## src/design/per_client_token_bucket_policer_macros.svh

```systemverilog
// ----------------------------------------------------------------------------
// Policer assertion macros
// Concurrent check helpers, clocked on clk and held off during rst.
// ----------------------------------------------------------------------------
`ifndef PER_CLIENT_TOKEN_BUCKET_POLICER_MACROS_SVH
`define PER_CLIENT_TOKEN_BUCKET_POLICER_MACROS_SVH

`ifndef SYNTHESIS
`define PCTBP_ASSERT_SAME(lbl, ante, cons) \
  lbl: assert property (@(posedge clk) disable iff (rst) (ante) |-> (cons)) \
    else $error("policer check failed");
`define PCTBP_ASSERT_NEXT(lbl, ante, cons) \
  lbl: assert property (@(posedge clk) disable iff (rst) (ante) |=> (cons)) \
    else $error("policer check failed");
`else
`define PCTBP_ASSERT_SAME(lbl, ante, cons)
`define PCTBP_ASSERT_NEXT(lbl, ante, cons)
`endif

`endif

```

## src/design/pctbp_pkg.sv

```systemverilog
// ----------------------------------------------------------------------------
// Policer package
// Table sizes, constants, entry layout and controller states.
// ----------------------------------------------------------------------------
package pctbp_pkg;

  localparam int CLIENTS   = 512;
  localparam int RATE_BITS = 34;
  localparam int IDX_W     = (CLIENTS > 1) ? $clog2(CLIENTS) : 1;
  localparam int CNT_W     = $clog2(CLIENTS + 1);

  localparam int RATE_W = 34;
  localparam int DIV_W  = 30;
  localparam int Q_W    = 34;

  // reciprocals for the constant divisions, both rounded down
  localparam int RCP_W       = 33;
  localparam int SEC_SHIFT   = 32;
  localparam int BURST_SHIFT = 35;

  localparam logic [RATE_W-1:0] RATE_MASK =
    RATE_W'((35'd1 << RATE_BITS) - 35'd1);
  localparam logic [DIV_W-1:0] NS_PER_SECOND = 30'd1000000000;
  localparam logic [DIV_W-1:0] BURST_DIVISOR = 30'd10;
  localparam logic [RCP_W-1:0] RECIP_SECOND  = 33'd4611686018;
  localparam logic [RCP_W-1:0] RECIP_BURST   = 33'd3435973836;
  localparam logic [7:0]       TOS_ECN_MASK  = 8'h03;
  localparam logic [3:0]       IPV4_VERSION  = 4'd4;

  typedef struct packed {
    logic [5:0]        dscp;
    logic [63:0]       last;
    logic [RATE_W-1:0] tokens;
    logic [RATE_W-1:0] rate;
  } entry_t;

  typedef enum logic [3:0] {
    ST_IDLE,
    ST_SCAN,
    ST_INSTALL,
    ST_DREAD,
    ST_DLOAD,
    ST_MUL,
    ST_FILL_GO,
    ST_FILL_WAIT,
    ST_BURST_GO,
    ST_BURST_WAIT,
    ST_UPDATE,
    ST_DONE
  } state_t;

  typedef enum logic [1:0] {
    DV_IDLE,
    DV_EST,
    DV_BACK,
    DV_FIX
  } div_state_t;

endpackage

```

## src/design/pctbp_div.sv

```systemverilog
// ----------------------------------------------------------------------------
// Constant-divisor divider
// Quotient estimate by reciprocal multiplication, then compare-and-subtract
// steps until the remainder is below the divisor (one second or ten).
// ----------------------------------------------------------------------------
module pctbp_div
  import pctbp_pkg::*;
(
  input  logic           clk,
  input  logic           rst,
  input  logic           start,
  input  logic           burst_sel,
  input  logic [63:0]    dividend,
  output logic           done,
  output logic [Q_W-1:0] quotient
);

  div_state_t dstate, dstate_next;

  logic                   sel;
  logic [63:0]            x;
  logic [63:0]            rem;
  logic [Q_W-1:0]         q;
  logic [Q_W-1:0]         est_a;
  logic [RCP_W-1:0]       recip;
  logic [DIV_W-1:0]       dvs;
  logic [Q_W+RCP_W-1:0]   est_p;
  logic [Q_W-1:0]         q_est;
  logic [Q_W+DIV_W-1:0]   back;
  logic                   fits;

  // the estimate never exceeds the true quotient
  assign est_a = sel ? x[Q_W-1:0] : x[63:64-Q_W];
  assign recip = sel ? RECIP_BURST : RECIP_SECOND;
  assign dvs   = sel ? BURST_DIVISOR : NS_PER_SECOND;
  assign est_p = est_a * recip;
  assign q_est = sel ? Q_W'(est_p[Q_W+RCP_W-1:BURST_SHIFT])
                     : est_p[SEC_SHIFT+Q_W-1:SEC_SHIFT];
  assign back  = q * dvs;
  assign fits  = (rem >= 64'(dvs));

  always_comb begin
    dstate_next = dstate;
    unique case (dstate)
      DV_IDLE: dstate_next = start ? DV_EST : DV_IDLE;
      DV_EST:  dstate_next = DV_BACK;
      DV_BACK: dstate_next = DV_FIX;
      DV_FIX:  dstate_next = fits ? DV_FIX : DV_IDLE;
      default: dstate_next = DV_IDLE;
    endcase
  end

  always_comb begin
    done     = (dstate == DV_FIX) && !fits;
    quotient = q;
  end

  always_ff @(posedge clk) begin
    if (rst) begin
      dstate <= DV_IDLE;
    end else begin
      dstate <= dstate_next;
    end
  end

  always_ff @(posedge clk) begin
    if (start) begin
      x   <= dividend;
      sel <= burst_sel;
    end
    if (dstate == DV_EST) begin
      q <= q_est;
    end
    if (dstate == DV_BACK) begin
      rem <= x - back;
    end
    if (dstate == DV_FIX && fits) begin
      // take one more divisor off the remainder
      rem <= rem - 64'(dvs);
      q   <= q + Q_W'(1);
    end
  end

endmodule

```

## config.mk

```make
export PLATFORM = sky130hd
export DESIGN_NAME = pctbp_div
export DESIGN_NICKNAME = d
export VERILOG_FILES = /design/src/design/per_client_token_bucket_policer_macros.svh /design/src/design/pctbp_pkg.sv /design/src/design/pctbp_div.sv
export SDC_FILE = /design/constraint.sdc
export NUM_CORES = 2
export LEC_CHECK = 0
export BUFFER_PORTS_ARGS = -buffer_cell sky130_fd_sc_hd__buf_2
export CAP_MARGIN = 40
export CORE_MARGIN = 4
export CORE_UTILIZATION = 45
export CTS_CLUSTER_SIZE = 30
export DETAILED_ROUTE_END_ITERATION = 10
export PLACE_DENSITY = 0.67
export SYNTH_ARGS = -nofsm -noshare
export SYNTH_HDL_FRONTEND = slang
export SYNTH_SLANG_ARGS = --single-unit
```

## constraint.sdc

```tcl
create_clock -name clk -period 28 [get_ports clk]
set_input_delay 8.4 -clock clk [delete_from_list [all_inputs] [get_ports clk]]
set_output_delay 8.4 -clock clk [all_outputs]
set_load 0.01 [all_outputs]
```

==> results.txt <==
CTS tree - done
Core area - 116000 sq um
CTS buffer count - 17
Area leader, netlist - fa_1
Synth Area per Inst - 9.50 sq um
Worst-Skew Late Latency - 540 ps
Layout cell share with drive strength beyond 1 - 3.74%
Post-synth top area share - 37.1%
Initial antenna violation count - 6
CP required - 19600 ps
CTS Hold Bufs - 0
Synth unique cells - 91
FILL cells - 11068
Post-synth EDFFs - 163
Initial Util - 45.4%
Unrepaired setup endpoints after global routing - false
Vias in the first global route - 40401
Final period util - 45.2%
Synth cell count leaders - inv_1, fa_1, ha_1
Iter 0 DRT Violations - 3409
Reg area - 4930 sq um
First-pass GRT wire length - 246000 um
Hold depth - 2
Worst hold path class - reg2reg
Overall routing resource usage - 26.9%
Max clock buf depth - 2
Count leader, synth - inv_1
Setup tns final - 0 ps
Worst-path clk slew - 90 ps
Top cells by area, synth - fa_1, ha_1, inv_1
CP max-delay cell - inv_4
CP arrival - 4260 ps
Clock Sinks - 165
I/O Buffers - 102
Largest net degree at the start of global routing - 156
Ys async rst share - 0%
Max-Cap Viols - 0
Multi-input logic area - 41900 sq um
Layout area overhead - 5.63%
Antenna-violating nets left - 0
Root Buffer - clkbuf_16
DR vias/cell - 5.34
DRC viols - 0
Cell Area, Synth - 52900 sq um
Minimum clock period - 12660 ps
Ports - 103
Outcome - complete, no violations
Die W - 351 um
Worst Max-Slew Pin Slew - 954 ps
Total grt overflow - 0
Hold Fails Final Rpt - 0
CP cell instances - buf_4 > inv_4 > ha_1 > inv_1 > o211ai_1 > o22a_2 > nor3_4 > o21ai_2 > a31oi_4 > nand2_1 > nor2_1 > buf_2
Endpoints failing setup - 0
RePlAce Congestion - 1.04
Synth Flop Type - edfxtp_1
Die Area - 123000 sq um
Post-CTS Setup Bufs - 0
H-tree lvl count - 4
Crit-path max cell delay - 670 ps
#FFs+latches synth - 165
DRT Pass-1 Iters - 9
# resized after CTS - 0
Row count - 125
Nature of the critical path endpoint - output pin
Fmax - 79.0 MHz
Fin. max-slew vios - 0
Final Net Count - 7547
Startpoint Class - register
Slew headroom - 35.8%
Critical Path Fanout Max - 78
Setup Skew - 22.3 ps
CP Class - reg2out
Routed vias - 38255
Total Wirelength - 161000 um
Die Y - 351 um
Post-synthesis sequential area ratio - 9.33%
DP HPWL - 143000 um
Avg WL per Cell - 22.5 um
Synth Instances - 5567
Worst r2r path cells - 27
Ys Warns - 0
[state kept, by name (all words and copies together) (netlist names)]
register,count
dstate,2
quotient,34
rem,64
sel,1
x,64
[final timing paths]
| kind | startpoint | to | slack [ps] |
|---|---|---|---|
| worst max-delay path | sel | done | 15340 |
| worst min-delay path | dstate[1] | dstate[0] | 580 |
| worst max register to register | sel | quotient[31] | 17660 |
| worst min register to register | dstate[1] | dstate[0] | 580 |
[logic make-up after synthesis]
kind of cell	after synthesis	synth area share, %
fa+ha+maj	1856	57.8
buf+inv	1668	11.9
simple gates	974	8.58
compound gates	608	7.48
xor+xnor	270	4.47
flops	165	9.33
mux	24	0.461
other cells	2	0.0142
[final cells by class]
cell class	instances	area share, %
Antenna cell	3	0.0134
Timing Repair Buffer	130	1.33
Inverter	1513	10.2
Clock buffer	17	0.762
Clock inverter	15	0.372
Tap cell	1524	3.41
Multi-Input combinational cell	3801	75.1
Sequential cell	165	8.84
[placed cells by master, fill, tap and decap left out, types with 34 or more instances in the layout]
master and n:
edfxtp_1 163, o21ai_0 122, nand3_1 48, nor3_1 36, conb_1 69, nor2_1 221
buf_2 104, and2_1 71, nand2_1 402, fa_1 979, a21o_1 88, a21oi_1 177
xor2_1 114, a31oi_1 34, xnor2_1 156, inv_1 1512, nand4_1 43, ha_1 872
[per-layer routing]
metal / share of wire [%] / up-vias / track usage, %
li1: - / 17371 / -
met1: 42 / 19225 / 36.9
met2: 44 / 1443 / 42.2
met3: 9.2 / 214 / 6.01
met4: 4.2 / 2 / 9.76
met5: 0.0068 / - / 0
[worst max-delay path, delay by kind of cell (launching register included)]
family | cells | cell delay, ps
buf+inv | 4 | 1240
compound gates | 4 | 1100
simple gates | 3 | 570
fa+ha+maj | 1 | 400
flops | 1 | 370
[per-stage QoR]
step | hold slack (ps) | area, sq um | worst slack [ps] | util, % | instances
after floorplan | 520 | 53100 | 16090 | - | 5634
after global placement | 551 | 55200 | 15950 | 47.4 | 7127
after detailed placement | 575 | 55200 | 15920 | 47.4 | 7133
after CTS | 589 | 55800 | 15290 | 48.0 | 7165
after global routing | 619 | 55800 | 15030 | 48.0 | 7165
final | 580 | 55900 | 15340 | 48.0 | 7168
Power is not shown: default switching activity piles up to over one toggle a cycle in this logic, so the estimate is an artifact.
