[src/design/per_client_token_bucket_policer_macros.svh]
// ----------------------------------------------------------------------------
// Policer assertion macros
// Concurrent check helpers, clocked on clk and held off during rst.
// ----------------------------------------------------------------------------
`ifndef PER_CLIENT_TOKEN_BUCKET_POLICER_MACROS_SVH
`define PER_CLIENT_TOKEN_BUCKET_POLICER_MACROS_SVH

`ifndef SYNTHESIS
`define PCTBP_ASSERT_SAME(lbl, ante, cons) \
  lbl: assert property (@(posedge clk) disable iff (rst) (ante) |-> (cons)) \
    else $error("policer check failed");
`define PCTBP_ASSERT_NEXT(lbl, ante, cons) \
  lbl: assert property (@(posedge clk) disable iff (rst) (ante) |=> (cons)) \
    else $error("policer check failed");
`else
`define PCTBP_ASSERT_SAME(lbl, ante, cons)
`define PCTBP_ASSERT_NEXT(lbl, ante, cons)
`endif

`endif

[src/design/pctbp_ram.sv]
// ----------------------------------------------------------------------------
// Generic RAM
// One write port, one read port, read data registered.
// ----------------------------------------------------------------------------
module pctbp_ram #(
  parameter int WIDTH = 8,
  parameter int DEPTH = 16
) (
  input  logic                                     clk,
  input  logic                                     we,
  input  logic [((DEPTH > 1) ? $clog2(DEPTH) : 1)-1:0] waddr,
  input  logic [WIDTH-1:0]                         wdata,
  input  logic                                     re,
  input  logic [((DEPTH > 1) ? $clog2(DEPTH) : 1)-1:0] raddr,
  output logic [WIDTH-1:0]                         rdata
);

  logic [WIDTH-1:0] mem [DEPTH];

  always_ff @(posedge clk) begin
    if (we) begin
      mem[waddr] <= wdata;
    end
    if (re) begin
      rdata <= mem[raddr];
    end
  end

endmodule

[config.mk]
export PLATFORM = sky130hd
export DESIGN_NAME = pctbp_ram
export DESIGN_NICKNAME = d
export VERILOG_FILES = /design/src/design/per_client_token_bucket_policer_macros.svh /design/src/design/pctbp_ram.sv
export SDC_FILE = /design/constraint.sdc
export NUM_CORES = 1
export LEC_CHECK = 0
export BUFFER_PORTS_ARGS = -buffer_cell sky130_fd_sc_hd__clkbuf_2
export CORE_MARGIN = 2
export CORE_UTILIZATION = 50
export CTS_CLUSTER_SIZE = 24
export DETAILED_ROUTE_END_ITERATION = 10
export PLACE_DENSITY_LB_ADDON = 0.3
export SLEW_MARGIN = 40
export SYNTH_ARGS = -nofsm -noshare
export SYNTH_HDL_FRONTEND = slang
export SYNTH_SLANG_ARGS = --single-unit
[constraint.sdc]
create_clock -name clk -period 5.4 [get_ports clk]
set_clock_uncertainty 0.15 [all_clocks]
set_input_delay 1.08 -clock clk [delete_from_list [all_inputs] [get_ports clk]]
set_output_delay 1.08 -clock clk [all_outputs]
set_load 0.05 [all_outputs]
==> results, run 1 <==
- The run finished with clean final reports.
- The total number of nets in the final design is 287.
- The congestion estimate from routability-driven global placement came to 0.757.
- CTS built an H-tree with a depth of 4.
- TritonCTS built the clock tree.
- Ranked by total cell area, the synthesized netlist is headed by sky130_fd_sc_hd__edfxtp_1 78%, sky130_fd_sc_hd__mux4_2 7.8%, sky130_fd_sc_hd__mux4_1 7.0%.
- Setup repair after global routing left no endpoint under its margin.
- The worst pin sits at a relative slew slack of 49.3%.
- The via count of the first global-routing pass is approximately 2500.
- The post-synth net total is 248.
- The placement-stage worst setup slack is around 2.3 ns.
- Measured along the y axis, the die boundary spans 106 um.
- The category of the most critical setup path is primary input to flop.
- At the pin with the least slew margin, the transition time is between 0.7 and 0.8 ns.
- The first detailed-routing pass took 4 iterations.
- During placement, the flow inserted port buffers numbering 26.
- Setup violations remaining at the end of the flow were counted as 0.
- After detailed routing, the number of vias per cell comes to 5.71.
- The number of enable flip-flop cells after synthesis is 136.
- The hold violation total from the final report is 0.
- Compared with the post-synthesis result, the final layout area differs by 16.2%.
- In the global route stage, met2 resource usage came out at 28.8%.
- Measured on the finished design, the core utilization comes to between 50% and 60%.
- Once the floorplan was initialized, standard cells occupied 51.1% of the core.
- Of all flip-flops after synthesis, the portion carrying an async set or reset was 0%.
- The routed design has 9.34 mm of wire.
- The aggregate global routing overflow is 0.
- Global routing consumed, on the met1 layer, around a quarter of the routing resources.
- After floorplanning, the core was sized to cover 10200 um2.
- The clock latency of the later-clocked register in the worst-skew pair is approximately 0.53 ns.
- The maximum number of pins on one net before global-route repair is 33.
- The class of the most critical hold timing path is flop to flop.
- In this run switching power makes up 19.8% of total power.
- After synthesis, the most frequently instantiated cells are 136 x sky130_fd_sc_hd__edfxtp_1, 18 x sky130_fd_sc_hd__mux4_2, 16 x sky130_fd_sc_hd__a22oi_1.
- The type of element launching the critical path is a primary input.
- Data on the critical path arrives at its endpoint at 2.65 ns.
- The area of the mapped netlist is 5230 um2.
- In this run, the clock network consumes 45.0% of the power.
- The fill cell total of the finished layout is 721.
- Global routing consumed, on the met3 layer, 6.81% of the routing resources.
- Sequential cells burn 50.0% of the power.
- In the final routed layout, each cell accounts on average for 22.5 um.
- The max-slew violation count came to 0.
- After floorplanning, the core was divided into 37 placement rows.
- The first-pass GRT wire length is 14.3 mm.
- In the final timing run, aggregate negative setup slack is 0 ns.
- STA puts the critical path data required time at ~5.5 ns.
- The initial antenna violation count came to 0.
- In this run, the number of DRC markers left after iteration 0 of detailed routing was 138.
- The largest vdd supply drop is 0.186 mV.
- After clock tree synthesis, the flow added hold-fix buffers numbering 0.
- Global routing consumed, over all layers together, 18.7% of the routing resources.
- Measured along the x axis, the die boundary spans around 110 um.
- The instance area after placement is 5510 um2.
- Timing would allow up to 395 MHz.
- The number of warnings issued by yosys is 0.
- The top-level port count is 27.
- The dominant cell by count in the synthesized netlist is sky130_fd_sc_hd__edfxtp_1.
- The synthesized design devotes to its leading area cell type 78.1% of total area.
- Gates resized during post-CTS repair numbered 0.
- The final critical path time including I/O delays and setup is 2.53 ns.
- The power share of the combinational group is 5.0%.
- The cell area after layout is 6070 um2.
- The library cell contributing the largest single delay on the critical path is sky130_fd_sc_hd__mux4_1.
- The routed via count is 2377.
- The part of the cycle the worst path needs is 46.9%.
- The register area share after synthesis is 78.1%.
- The synthesized design contains 136 register bits.
- After clock tree synthesis, the setup repair step added 0 buffers.
- Hold is met by 0.599 ns.
- The total leakage power is approximately 2.0 nW.
- In the synthesized netlist, the number of instances is 229.
- The number of buffers between clock root and the deepest sink is 2.
- The repair_antennas step left the layout with diodes totalling 0.
- The average footprint of a synthesized cell is 22.8 um2.
- The number of sinks driven by the clock tree is 136.
- The number of nets with antenna violations after routing is 0.
- The number of distinct library cell variants in the gate-level netlist after synthesis is 18.
- The count of unresolved DRC violations after routing is 0.
- met2 is the most crowded layer.
- The internal portion of total power is around 1.9 mW.
- The CTS buffer count is 17.
- The floorplan die area is 11300 um2.
- The dominant synthesized flop cell is sky130_fd_sc_hd__edfxtp_1.
- The share of cells above drive strength 1 is 31.1%.
- Traced cell by cell, the critical path runs through clkbuf_4, buf_4, mux4_1, a22oi_1, nand2_1.
- Clock-pin slew was measured on the worst setup and hold paths at roughly 0.060 ns.
- In this run the worst path has a maximum fanout of 29.
- STA classifies the critical path endpoint as a flop.
- The highest cell delay on the worst timing path is 0.55 ns.
- The slack of the critical path is roughly 2.9 ns.
- The half-perimeter wire length of the detailed placement result is between 5 and 6 mm.
- The tree is rooted in a sky130_fd_sc_hd__clkbuf_8.
- Summed over all nets, the switching power comes to roughly 0.47 mW.
- The biggest area contributor in the post-synthesis netlist is sky130_fd_sc_hd__edfxtp_1.
- The max-capacitance violation count is 0.
- The power per unit of standard cell area is 394 nW/um2.
-- worst max-delay path: cells and delay by family --
| kind | cells | cell delay (ns) |
|---|---|---|
| buffers and inverters | 2 | 0.74 |
| and+or+nand+nor | 1 | 0.08 |
| muxes | 1 | 0.55 |
| AOI/OAI and AO/OA | 1 | 0.17 |
-- flip-flops by register name (all words and copies together), names as in the netlist --
register	cells
rdata	8
mem	128
-- per-layer routing --
| metal | up-vias | share of wire, % |
|---|---|---|
| met4 | 0 | 2.0 |
| met3 | 19 | 6.0 |
| met2 | 79 | 49 |
| met5 | - | 0 |
| li1 | 1060 | - |
| met1 | 1219 | 43 |
-- layout by cell type, fill, tap and decap left out, drive strengths merged --
| cell type | instances |
|---|---|
| nor2b | 1 |
| clkinvlp | 1 |
| nand3b | 2 |
| nand2 | 9 |
| nand2b | 2 |
| clkinv | 9 |
| or3b | 1 |
| nand3 | 1 |
| bufinv | 3 |
| nor3 | 4 |
| mux4 | 32 |
| edfxtp | 136 |
| buf | 4 |
| nor2 | 13 |
| a22oi | 16 |
| clkbuf | 44 |
| and2b | 1 |
| and2 | 1 |
-- power by group through the flow --
stage	clock network, mW	registers (mW)	logic [mW]
2_1_floorplan	0	1.23	0.0600
3_3_place_gp	0	1.22	0.118
3_5_place_dp	0	1.22	0.121
4_1_cts	1.09	1.20	0.122
5_1_grt	1.13	1.20	0.131
6_report	1.08	1.20	0.121
-- cell type report --
type | instances | area, um2 | area share (%)
Clock buffer | 18 | 418 | 6.88
Clock inverter | 13 | 136 | 2.25
Multi-Input combinational cell | 83 | 1100 | 18.1
Timing Repair Buffer | 30 | 165 | 2.72
Tap cell | 136 | 170 | 2.80
Sequential cell | 136 | 4080 | 67.3
-- stage by stage --
| step | total power [mW] | instances |
|---|---|---|
| final | 2.39 | 416 |
| after global routing | 2.46 | 416 |
| after CTS | 2.41 | 416 |
| after detailed placement | 1.34 | 385 |
| after global placement | 1.34 | 385 |
| after floorplan | 1.29 | 229 |
-- final timing paths --
kind                       startpoint            endpoint  slack, ns  cells past startpoint
setup / recovery             raddr[0]  rdata[3]$_DFFE_PP_       2.87                      5
hold / removal    mem[8][2]$_DFFE_PP_  rdata[2]$_DFFE_PP_       0.60                      3
setup reg to reg  mem[3][4]$_DFFE_PP_  rdata[4]$_DFFE_PP_       3.75                      3
hold reg to reg   mem[8][2]$_DFFE_PP_  rdata[2]$_DFFE_PP_       0.60                      3
-- kinds of logic (layout without fill, tap and decap cells) --
group	Yosys count	in the layout	synth area share, %
and+or+nand+nor	35	35	3.14
buffers and inverters	10	61	1.65
DFF	136	136	78.1
AOI/OAI and AO/OA	16	16	2.30
muxes	32	32	14.8
Power figures use the tool's default switching activity.
==> run 2, diff against run 1 <==
clock period = 2.05 ns   (was 5.4 ns; I/O delays follow)
==> run 2 against run 1 <==
Compared with the run above: clock power grew to 2.6 times the previous value; sequential share of layout area is 1.6 points lower; global-route usage hardly changed; critical endpoint is now rdata[6]; largest cell class unchanged; highest routed layer unchanged.
==> results, run 2 (same netlist as run 1, synthesis figures left out) <==
- The most common library cell in the layout ignoring fill and taps is sky130_fd_sc_hd__edfxtp_1 (unchanged).
- The area of the core is 10200 um2 (unchanged).
- The H-tree depth is 4 (unchanged).
- The highest cell delay on the worst timing path came to 0.41 ns (was 0.55 ns).
- The initial antenna violation count was 0 (unchanged).
- The routability congestion estimate is 0.760 (was 0.757).
- The post-detailed-route wirelength per cell is 21.7 um (was 22.5 um).
- The total routing usage reported by global routing is 18.7% (about the same).
- The number of cell instances on the worst register-to-register path was 3 (unchanged).
- The cell family with the largest share of critical-path delay is flip-flops (was buffers and inverters).
- The effective utilization at floorplan is 51.1% (unchanged).
- The part of the cycle the worst path needs is 85.5%.
- The largest fanout on the critical path was 1 (was 29).
- The largest vdd supply drop is 0.565 mV (was 0.186 mV).
- The total number of nets in the final design came to 307 (was 287).
- The total leakage power is 2.11 nW (was 2.01 nW).
- Largest registers: mem x128, rdata x8 (unchanged).
- The internal reg-to-reg setup slack is 0.38 ns (was 3.75 ns).
- The top-level port count was 27 (unchanged).
- The class of the most critical hold timing path is primary input to flop (was flop to flop).
- The hold violation total from the final report was 0 (unchanged).
- The share of cells above drive strength 1 is 32.6% (was 31.1%).
- The number of standard-cell rows in the floorplan came to 37 (unchanged).
- The number of nets with antenna violations after routing is 0 (unchanged).
- The post-cts gate resize count is 0 (unchanged).
- The CTS buffer count is 17 (unchanged).
- The met1 demand-to-capacity share in global routing is 24.8% (was 24.7%).
- The count of unresolved DRC violations after routing came to 0 (unchanged).
- The number of DRC markers after the initial detailed-route iteration was 198 (was 138).
- The final number of setup-violating endpoints is 0 (unchanged).
- The post-CTS clock slew at the launch and capture registers of the worst setup and hold paths is 0.06 ns (about the same).
- The routed design could run at a clock period as short as ~1.8 ns.
- The end point of the worst hold path is mem[13][3]$_DFFE_PP_ (was rdata[2]$_DFFE_PP_).
- Unrepaired setup endpoints after global routing: false (unchanged).
- The global routing met3 resource utilization is 6.01% (was 6.81%).
- The power per unit of standard cell area is 1010 nW/um2 (was 394 nW/um2).
- The register cell area after layout is 4080 um2 (unchanged).
- The aggregate global routing overflow is 0 (unchanged).
- The cell area after layout is 6220 um2 (was 6070 um2).
- The half-perimeter wire length of the detailed placement result is 6.05 mm (was 5.74 mm).
- The launch instance of the worst min-delay path is wdata[3] (was mem[8][2]$_DFFE_PP_).
- The type of element launching the critical path is a flop (was primary input).
- The sum of negative setup slack came to 0 ns (unchanged).
- The max-slew violation count is 0 (unchanged).
- The reg-to-reg endpoint is rdata[7]$_DFFE_PP_ (was rdata[4]$_DFFE_PP_).
- Commonest cells after routing, fill and taps aside: 136 x sky130_fd_sc_hd__edfxtp_1, 26 x sky130_fd_sc_hd__clkbuf_2, 21 x sky130_fd_sc_hd__buf_4, 18 x sky130_fd_sc_hd__mux4_2 (was 136 x sky130_fd_sc_hd__edfxtp_1, 24 x sky130_fd_sc_hd__clkbuf_2, 18 x sky130_fd_sc_hd__mux4_2, 16 x sky130_fd_sc_hd__a22oi_1, 16 x sky130_fd_sc_hd__clkbuf_16).
- The max-capacitance violation count was 0 (unchanged).
- The clock latency of the later-clocked register in the worst-skew pair was 0.52 ns (was 0.53 ns).
- The critical path data arrival time is 1.19 ns (was 2.65 ns).
- The area of combinational cells with multiple inputs is 1060 um2 (was 1100 um2).
- The sort of element at the end of the critical path was an output port (was flop).
- The library cell contributing the largest single delay on the critical path is sky130_fd_sc_hd__edfxtp_1 (was sky130_fd_sc_hd__mux4_1).
- The routing layer with the top usage in global route is met2 (unchanged).
- The first-pass GRT wire length is 14.7 mm (was 14.3 mm).
- Run status: completed (unchanged).
- The width of the die is 106 um (unchanged).
- The routed via count is 2396 (was 2377).
- The count of buffer and inverter cells on the critical path is 1 (was 2).
- The fill cell total of the finished layout is 705 (was 721).
- The maximum operating frequency is 571 MHz.
- The hold-critical path depth is 1 (was 3).
- The diode insertion count for antenna repair was 0 (unchanged).
- The number of input and output port buffers inserted is 26 (unchanged).
- The number of sinks driven by the clock tree is 136 (unchanged).
- The root buffer cell is sky130_fd_sc_hd__clkbuf_8 (unchanged).
- The final routed wirelength across all metal layers was 9.48 mm (was 9.34 mm).
- The worst slew margin relative to its limit is 71.7% (was 49.3%).
- The instance area after placement is 5660 um2 (was 5510 um2).
- The number of buffers between clock root and the deepest sink is 2 (unchanged).
- The area added between synthesis and finish came to 18.9% (was 16.2%).
- The flip-flop count of the largest register after layout is 128 (unchanged).
- The required time at the endpoint of the critical path is 1.49 ns (was 5.52 ns).
- The height of the chip is 106 um (unchanged).
- Ordered list of cells on the worst path: clkbuf_2 (was clkbuf_4, buf_4, mux4_1, a22oi_1, nand2_1).
- The maximum number of pins on one net before global-route repair was 21 (was 33).
- The global-route track usage on met2 is 30.0% (was 28.8%).
- The startpoint of the lowest-slack register-to-register path was mem[11][7]$_DFFE_PP_ (was mem[3][4]$_DFFE_PP_).
- The iteration count of the initial detailed-routing pass is 4 (unchanged).
- The via count of the first global-routing pass is 2592 (was 2450).
- The mean number of vias per cell is 5.48 (was 5.71).
- The floorplan die area came to 11300 um2 (unchanged).
- The category of the most critical setup path is flop to output port (was primary input to flop).
- The TritonCTS clock tree is yes (unchanged).
- The number of buffers added to fix hold violations after cts is 0 (unchanged).
- The worst-margin pin slew came to 0.425 ns (was 0.757 ns).
- The number of buffers added for setup after CTS was 0 (unchanged).
- The top register by number of flip-flops is mem (unchanged).
-- run 2: cell type report --
| type | count | area share (%) |
|---|---|---|
| multi-input combinational | 83 | 17.1 |
| sequential | 136 | 65.7 |
| timing repair buffer | 50 | 5.60 |
| clock inverter | 13 | 2.09 |
| clock buffer | 19 | 6.78 |
| tap | 136 | 2.74 |
-- run 2: stage by stage --
step | instances | setup slack (ns) | total power [mW] | hold WS, ns | utilization, %
floorplan | 229 | 0.208 | 3.41 | 0.359 | -
global placement | 405 | -0.0824 | 3.54 | 0.577 | 55.4
detailed placement | 405 | -0.0971 | 3.55 | 0.584 | 55.4
CTS | 437 | 0.267 | 6.31 | 0.130 | 60.8
global route | 437 | 0.253 | 6.46 | 0.162 | 60.8
finish | 437 | 0.298 | 6.26 | 0.158 | 60.8
-- run 2: how the worst max path moves through the flow --
stage	startpoint	endpoint	slack, ns	depth (start not counted)
floorplan	raddr[0]	rdata[1]$_DFFE_PP_	0.21	5
global placement	raddr[0]	rdata[1]$_DFFE_PP_	-0.08	5
detailed placement	raddr[0]	rdata[1]$_DFFE_PP_	-0.1	5
CTS	rdata[6]$_DFFE_PP_	rdata[6]	0.27	1
global route	rdata[6]$_DFFE_PP_	rdata[6]	0.25	1
finish	rdata[6]$_DFFE_PP_	rdata[6]	0.30	1
-- run 2: layer usage --
layer / wire length, um / vias up
met2: 4800 / 78
met1: 3920 / 1207
met5: 0 / -
met4: 117 / 0
li1: - / 1102
met3: 639 / 9
-- run 2: power by group --
part,internal [mW],switching (mW)
clock network,1.71,1.05
logic,0.130,0.204
registers,3.13,0.0171
==> run 3, diff against run 2 <==
BUFFER_PORTS_ARGS = -buffer_cell sky130_fd_sc_hd__buf_2   (was -buffer_cell sky130_fd_sc_hd__clkbuf_2)
RECOVER_POWER = 50   (was unset)
==> run 3 against run 2 <==
Compared with the run above: final cell count did not move; register-to-register slack about the same; cell area shrank 0.44%; fmax rose by 1.7%; sequential power is essentially flat; combinational power hardly changed; routed wire length increased by 2.8%; global-route usage rose by 0.29 points; power decreased by 0.97%; die area did not move; critical path type unchanged; critical endpoint unchanged.
==> results, run 3 (same netlist as run 1, synthesis figures left out) <==
- Run status: completed (unchanged).
- Largest registers: mem x128, rdata x8 (unchanged).
- The highest cell delay on the worst timing path came to 0.37 ns (was 0.41 ns).
- The cell area after layout was 6190 um2 (was 6220 um2).
- The number of DRC markers after the initial detailed-route iteration came to 249 (was 198).
- The share of cells above drive strength 1 is 28.6% (was 32.6%).
- The slack of the critical path came to 0.327 ns (was 0.298 ns).
- The power per unit of standard cell area is 1000 nW/um2 (was 1010 nW/um2).
- The final routed wirelength across all metal layers is 9.74 mm (was 9.48 mm).
- The number of input and output port buffers inserted is 26 (unchanged).
- The floorplan die area is 11300 um2 (unchanged).
- The required time at the endpoint of the critical path was 1.49 ns (about the same).
- The category of the most critical setup path was flop to output port (unchanged).
- The count of non-filler cells in the finished layout is 437 (unchanged).
- The total design power is 6.20 mW (was 6.26 mW).
- The effective utilization at floorplan is 51.1% (unchanged).
- The area added between synthesis and finish was 18.4% (was 18.9%).
- The diode insertion count for antenna repair is 0 (unchanged).
- The final number of setup-violating endpoints is 0 (unchanged).
- The number of buffers added to fix hold violations after cts is 0 (unchanged).
- The root buffer cell is sky130_fd_sc_hd__clkbuf_8 (unchanged).
- The largest vdd supply drop was 0.459 mV (was 0.565 mV).
- The via count of the first global-routing pass is 2549 (was 2592).
- The number of placed cells counting well taps is 406 (was 405).
- Unrepaired setup endpoints after global routing: false (unchanged).
- The post-cts gate resize count came to 0 (unchanged).
- The area of the core came to 10200 um2 (unchanged).
- The max-slew violation count is 0 (unchanged).
- The mean number of vias per cell is 5.68 (was 5.48).
- The clock latency of the later-clocked register in the worst-skew pair is 0.51 ns (was 0.52 ns).
- The H-tree depth came to 4 (unchanged).
- The final critical path time including I/O delays and setup is 1.72 ns (was 1.75 ns).
- The class of the most critical hold timing path is primary input to flop (unchanged).
- The maximum number of pins on one net before global-route repair is 21 (unchanged).
- The sort of element at the end of the critical path is an output port (unchanged).
- The number of nets with antenna violations after routing was 0 (unchanged).
- The top-level port count is 27 (unchanged).
- The initial antenna violation count came to 0 (unchanged).
- The top register by number of flip-flops is mem (unchanged).
- The number of cell instances on the worst register-to-register path came to 3 (unchanged).
- The critical path data arrival time is 1.16 ns (was 1.19 ns).
- The width of the die is 106 um (unchanged).
- The height of the chip was 106 um (unchanged).
- The cell family with the largest share of critical-path delay was flip-flops (unchanged).
- The count of buffer and inverter cells on the critical path came to 1 (unchanged).
- The half-perimeter wire length of the detailed placement result is 6.23 mm (was 6.05 mm).
- The instance area after placement is 5670 um2 (was 5660 um2).
- The number of buffers added for setup after CTS is 0 (unchanged).
- The count of unresolved DRC violations after routing is 0 (unchanged).
- The final standard cell utilization of the core was 60.5% (was 60.8%).
- The depth of the critical timing path with buffers and inverters included came to 1 (unchanged).
- The most common library cell in the layout ignoring fill and taps is sky130_fd_sc_hd__edfxtp_1 (unchanged).
- The hold violation total from the final report is 0 (unchanged).
- The aggregate global routing overflow came to 0 (unchanged).
- Ordered list of cells on the worst path: buf_2 (was clkbuf_2).
- The total leakage power is 2.08 nW (was 2.11 nW).
- The post-CTS clock slew at the launch and capture registers of the worst setup and hold paths is 0.06 ns (about the same).
- The type of element launching the critical path was a flop (unchanged).
- The post-detailed-route wirelength per cell came to 22.3 um (was 21.7 um).
- The maximum operating frequency was 580 MHz (was 571 MHz).
- Commonest cells after routing, fill and taps aside: 136 x sky130_fd_sc_hd__edfxtp_1, 21 x sky130_fd_sc_hd__buf_4, 18 x sky130_fd_sc_hd__mux4_2 (was 136 x sky130_fd_sc_hd__edfxtp_1, 26 x sky130_fd_sc_hd__clkbuf_2, 21 x sky130_fd_sc_hd__buf_4, 18 x sky130_fd_sc_hd__mux4_2).
- The TritonCTS clock tree is yes (unchanged).
- The number of buffers between clock root and the deepest sink is 2 (unchanged).
- The worst slew margin relative to its limit is 53.0% (was 71.7%).
- The hold-critical path depth was 1 (unchanged).
- The routed via count is 2484 (was 2396).
- The total routing usage reported by global routing is 19.0% (was 18.7%).
- The number of standard-cell rows in the floorplan is 37 (unchanged).
- The internal reg-to-reg setup slack is 0.39 ns (was 0.38 ns).
- The first-pass GRT wire length is 14.9 mm (was 14.7 mm).
- The total number of nets in the final design is 308 (was 307).
- The part of the cycle the worst path needs came to 84.0% (was 85.5%).
- The iteration count of the initial detailed-routing pass came to 4 (unchanged).
- The CTS buffer count came to 17 (unchanged).
- The flip-flop count of the largest register after layout was 128 (unchanged).
- The max-capacitance violation count was 0 (unchanged).
- The number of sinks driven by the clock tree is 136 (unchanged).
- The routability congestion estimate is 0.778 (was 0.760).
- The library cell contributing the largest single delay on the critical path is sky130_fd_sc_hd__edfxtp_1 (unchanged).
- The largest fanout on the critical path is 1 (unchanged).
- The worst-margin pin slew came to 0.705 ns (was 0.425 ns).
- The placement-stage worst setup slack is -0.0918 ns (was -0.0971 ns).
## run 3: cell count changes in the layout (fill, tap and decap cells not counted)
cell	delta
sky130_fd_sc_hd__buf_2	+16
sky130_fd_sc_hd__clkbuf_1	+12
sky130_fd_sc_hd__clkbuf_2	-26
sky130_fd_sc_hd__clkinv_2	+2
sky130_fd_sc_hd__clkinv_4	-1
sky130_fd_sc_hd__clkinvlp_4	-2
sky130_fd_sc_hd__inv_6	-1
## run 3: cell type report
class	count	area, um2
Sequential cell	136	4080
Multi-Input combinational cell	83	1060
Clock buffer	20	425
Fill cell	703	4040
Tap cell	136	170
Clock inverter	11	108
Timing Repair Buffer	51	339
## run 3: routing by layer
layer	up-vias	share of wire, %	global-route usage (%)
met1	1302	44	26.4
met5	-	0	0
met2	75	50	29.3
li1	1100	-	-
met3	7	5.0	5.52
met4	0	0.94	6.58
## run 3: final timing paths
path | start | endpoint
max | rdata[6]$_DFFE_PP_ | rdata[6]
min | wdata[3] | mem[13][3]$_DFFE_PP_
max reg2reg | mem[11][7]$_DFFE_PP_ | rdata[7]$_DFFE_PP_
min reg2reg | mem[8][1]$_DFFE_PP_ | rdata[1]$_DFFE_PP_
## run 3: power breakdown
part / total (mW) / internal (mW) / switching [mW]
logic: 0.336 / 0.129 / 0.207
clock network: 2.71 / 1.70 / 1.01
registers: 3.15 / 3.14 / 0.0175
## run 3: metrics by stage
step	TNS (ns)	hold slack [ns]
global placement	-0.258	0.570
CTS	0	0.0978
floorplan	0	0.359
detailed placement	-0.341	0.590
global route	0	0.280
finish	0	0.239
